--- src/hdl/gstd_ram.sv ---
// ----------------------------------------------------------------------------
// gstd_ram
// Single-port-write, single-read RAM with registered read data.
// ----------------------------------------------------------------------------
module gstd_ram #(
    parameter int WIDTH = 8,
    parameter int DEPTH = 16
) (
    input  logic                     clk,
    input  logic                     we,
    input  logic [$clog2(DEPTH)-1:0] waddr,
    input  logic [WIDTH-1:0]         wdata,
    input  logic [$clog2(DEPTH)-1:0] raddr,
    output logic [WIDTH-1:0]         rdata
);
    logic [WIDTH-1:0] mem [DEPTH];

    always_ff @(posedge clk)
    begin
        if (we)
        begin
            mem[waddr] <= wdata;
        end
        rdata <= mem[raddr];
    end
endmodule

--- config.mk ---
export PLATFORM = sky130hd
export DESIGN_NAME = gstd_ram
export DESIGN_NICKNAME = d
export VERILOG_FILES = /design/src/hdl/gstd_ram.sv
export SDC_FILE = /design/constraint.sdc
export NUM_CORES = 1
export LEC_CHECK = 0
export ABC_AREA = 1
export BUFFER_PORTS_ARGS = -buffer_cell sky130_fd_sc_hd__buf_2
export CAP_MARGIN = 20
export CORE_AREA = 2 2 106 98
export CTS_CLUSTER_SIZE = 8
export DETAILED_ROUTE_END_ITERATION = 8
export DIE_AREA = 0 0 108 100
export HOLD_SLACK_MARGIN = 0.05
export PLACE_DENSITY = 0.78
export SLEW_MARGIN = 20
export SYNTH_ARGS = -nofsm -noshare
export SYNTH_HDL_FRONTEND = slang
export SYNTH_SLANG_ARGS = --single-unit
export TNS_END_PERCENT = 50
--- constraint.sdc ---
create_clock -name clk -period 1.32 [get_ports clk]
set_clock_uncertainty 0.1 [all_clocks]
set_input_delay 0.066 -clock clk [delete_from_list [all_inputs] [get_ports clk]]
set_output_delay 0.066 -clock clk [all_outputs]
set_load 0.05 [all_outputs]
## Word-level counts from Yosys, hierarchy flattened

Memory sizes are Yosys's and may differ from the RTL's. A register that Yosys moved wholly into a read port is not among the register bits.
Cells that the tools add are included.

| word-level totals | value |
|---|---|
| register bits after elaboration | 0 |
| memory bits (writable) | 128 |
| word-level logic and storage cells | 3 |
| memories | 1 |

Memories:

| memory | depth | bits a word | read ports | clocked after Yosys merged registers in | write ports | RTL line | text |
|---|---|---|---|---|---|---|---|
| mem | 16 | 8 | 1 | 1 | 1 | 16 | `logic [WIDTH-1:0] mem [DEPTH];` |

| cells by class | value |
|---|---|
| muxes and demuxes | 2 |

Operators by type and width:

| kind | count |
|---|---|
| $mux W1 | 2 |

## Depth between registers and ports, before layout

| depth | value |
|---|---|
| word-level depth | 2 |
| depth in mapped cells | 8 |

## Least setup slack after synthesis

Ideal clock, no wire load.

| timing | value |
|---|---|
| path kind | input to register |
| from | in waddr[2] |
| to | mem mem[10][0] (enable) |
| setup time | 370 ps |
| arrival | 647 ps |
| slack | 203 ps |
| stages | 2 |
| cells stage by stage | nand3b_1 -> nor2_1 |

RTL lines:

| what | RTL line | text |
|---|---|---|
| start, declared | 11 | `input logic [$clog2(DEPTH)-1:0] waddr,` |
| end, declared | 16 |  |

No word-level cell before the write port.

## Worst setup path in the final report

| timing | value |
|---|---|
| from | reg rdata[6] (read register of mem) |
| to | out rdata[6] |

RTL lines:

| what | RTL line | text |
|---|---|---|
| start, declared | 14 | `output logic [WIDTH-1:0] rdata` |

No word-level cell between the ends.

==> impl_metrics.tcl <==
set metrics [dict create \
    leakage_uw 0.00298 \
    start_util 0.585 \
    drtIter0Drc 314 \
    io_buffers 25 \
    maxCapViolations 0 \
    vias 4118 \
    p_comb_frac 0.075 \
    place_congestion 0.893 \
    yosys_warnings 0 \
    setup_viol 0 \
    first_pass_iters 5 \
    avgSynthCellArea_um2 10.5 \
    layout-drive-gt1-share 0.136 \
    cts_tree "done" \
    total_power_uw 9860 \
    die_y_um 100 \
    routed_wl_um 13200 \
    arrival_ns 1.12 \
    nFillCells 681 \
    finalCritPeriodShare 0.975 \
    viasPerCell 5.48 \
    fin_tns_setup_ns 0 \
    detail_route.wl_per_cell_um 17.5 \
    die_area_um2 10800 \
    pwr-share-clk 0.432 \
    fmax_ghz 0.777 \
    place_ws_ns 0.0904 \
    rsz0062_at_grt "no" \
    worst_pin_slew_ns 0.382 \
    ctsHtreeMaxLevel 4 \
    path_buf_inv 1 \
    hold_path.class "in -> reg" \
    max-vdd-ir-drop_v 0.00113 \
    hpwlAfterDp_um 7830 \
    setup_ws_ns 0.0329 \
    slew_viol_final 0 \
    cpPeakStageDelay_ns 0.34 \
    fin_nets 628 \
    root_buffer "clkbuf_8" \
    rows 35 \
    antenna_left 0 \
    grt_pass1_vias 4025 \
    clk_latency_ns 0.51 \
    p_int_uw 7580 \
    holdWs_ns 0.0952 \
    clock-sinks 136 \
    ctsLongestPathBuffers 2 \
    stdcell_area_um2 6810 \
    critical_path.cell_chain "buf_2" \
    final_hold_viol_count 0 \
    area_growth_pct 18.1 \
    place_area_um2 6140 \
    synth_cell_types 12 \
    synth_cells 551 \
    grtUsageTotal 0.262 \
    clk_pin_slew_ns 0.06 \
    critPathLaunchType "flip-flop" \
    synth.net_count 569 \
    p_seq_frac 0.493 \
    antenna_found_initial 0 \
    crit_path_max_fanout 1 \
    diodes 0 \
    cp_top_family "flip-flops" \
    required_ns 1.15 \
    switching_share 0.231 \
    numCtsBuffers 17 \
    outcome "finished clean" \
    yosysSeqAreaShare 0.694 \
    grt_pass1_wl_um 20600 \
    slowest_stage "dfxtp_1" \
    pwr_density_cell_nw_per_um2 1450 \
    min_period_ns 1.29 \
    io-pin-count 26 \
    synth_seq_cells 136 \
    synth_area_um2 5770 \
    grt_max_degree 38 \
    power_switching_uw 2280 \
    drcViolationCount 0 \
    core_area_um2 9850 \
    criticalPathCategory "reg -> out" \
    gr-total-overflow 0 \
    end_kind "output pin" \
    die_x_um 108 \
    maxSlewHeadroom 0.745 \
]
[area by class of cell]
cell class / count / area, um^2 / share of cell area
Clock buffer: 20 / 435 / 0.0639
Clock inverter: 12 / 104 / 0.0152
Inverter: 102 / 385 / 0.0566
Multi-Input combinational cell: 289 / 1220 / 0.179
Sequential cell: 136 / 4000 / 0.588
Tap cell: 129 / 161 / 0.0237
Timing Repair Buffer: 64 / 504 / 0.0740
[power groups by stage]
| stage | logic (uW) | clock network (uW) | registers [uW] |
|---|---|---|---|
| after CTS | 729 | 4270 | 4860 |
| final | 741 | 4260 | 4860 |
| after detailed placement | 689 | 0 | 4950 |
| after floorplan | 341 | 0 | 5040 |
| after global placement | 671 | 0 | 4950 |
| after global routing | 802 | 4440 | 4870 |
[metal layers]
metal,up-vias,global-route usage,share of wire
met5,-,0,0
met4,0,0.117,0.026
met3,36,0.0643,0.084
met2,226,0.423,0.50
met1,1967,0.340,0.39
li1,1889,-,-
[synth_stat cells]
cell | number | area share
buf_1 | 1 | 0.00065
buf_2 | 13 | 0.011
buf_4 | 4 | 0.0052
buf_6 | 6 | 0.012
dfxtp_1 | 8 | 0.028
edfxtp_1 | 128 | 0.67
inv_1 | 100 | 0.065
inv_2 | 2 | 0.0013
nand2_1 | 173 | 0.11
nand3_1 | 97 | 0.084
nand3b_1 | 2 | 0.0026
nor2_1 | 17 | 0.011
[cells in the final DEF, fill, tap and decap left out, drive strengths merged, types with 5 or more instances in the layout]
cell type,Yosys,final
nand2,173,173
edfxtp,128,128
inv,102,102
nand3,97,97
buf,24,52
clkbuf,0,20
nor2,17,17
dlygate4sd3,0,12
dfxtp,8,8
clkinvlp,0,6
clkinv,0,5
[cell families (layout without fill, tap and decap cells)]
logic type,Yosys count,count (layout),share of synthesized area
AND/OR/NAND/NOR,289,289,0.210
buffers and inverters,126,198,0.0952
flip-flops,136,136,0.694
[sequential cells by signal (all words and copies together), names as in the netlist]
name / flops
mem: 128
rdata: 8
[timing repair]
item,CTS,global route
hold buffers,12,0
endpoints found under the hold margin,136,0
gates resized for setup,1,3
buffers inserted,0,0
endpoints found under the setup margin,1,6
pin swaps,0,0
[path summary, 6_finish.rpt]
path | from | to | slack, ns | cells past startpoint
setup / recovery | rdata[6] | rdata[6] | 0.03 | 1
hold / removal | we | mem[1][7] | 0.1 | 4
setup reg to reg | mem[9][0] | rdata[0] | 0.15 | 6
hold reg to reg | mem[6][7] | rdata[7] | 0.58 | 6
[through the flow]
stage / utilization / cells
2_1_floorplan: - / 551
3_3_place_gp: 0.623 / 708
5_1_grt: 0.691 / 752
3_5_place_dp: 0.623 / 708
6_report: 0.691 / 752
4_1_cts: 0.690 / 752
Note: power is estimated with default switching activity, not from simulation.
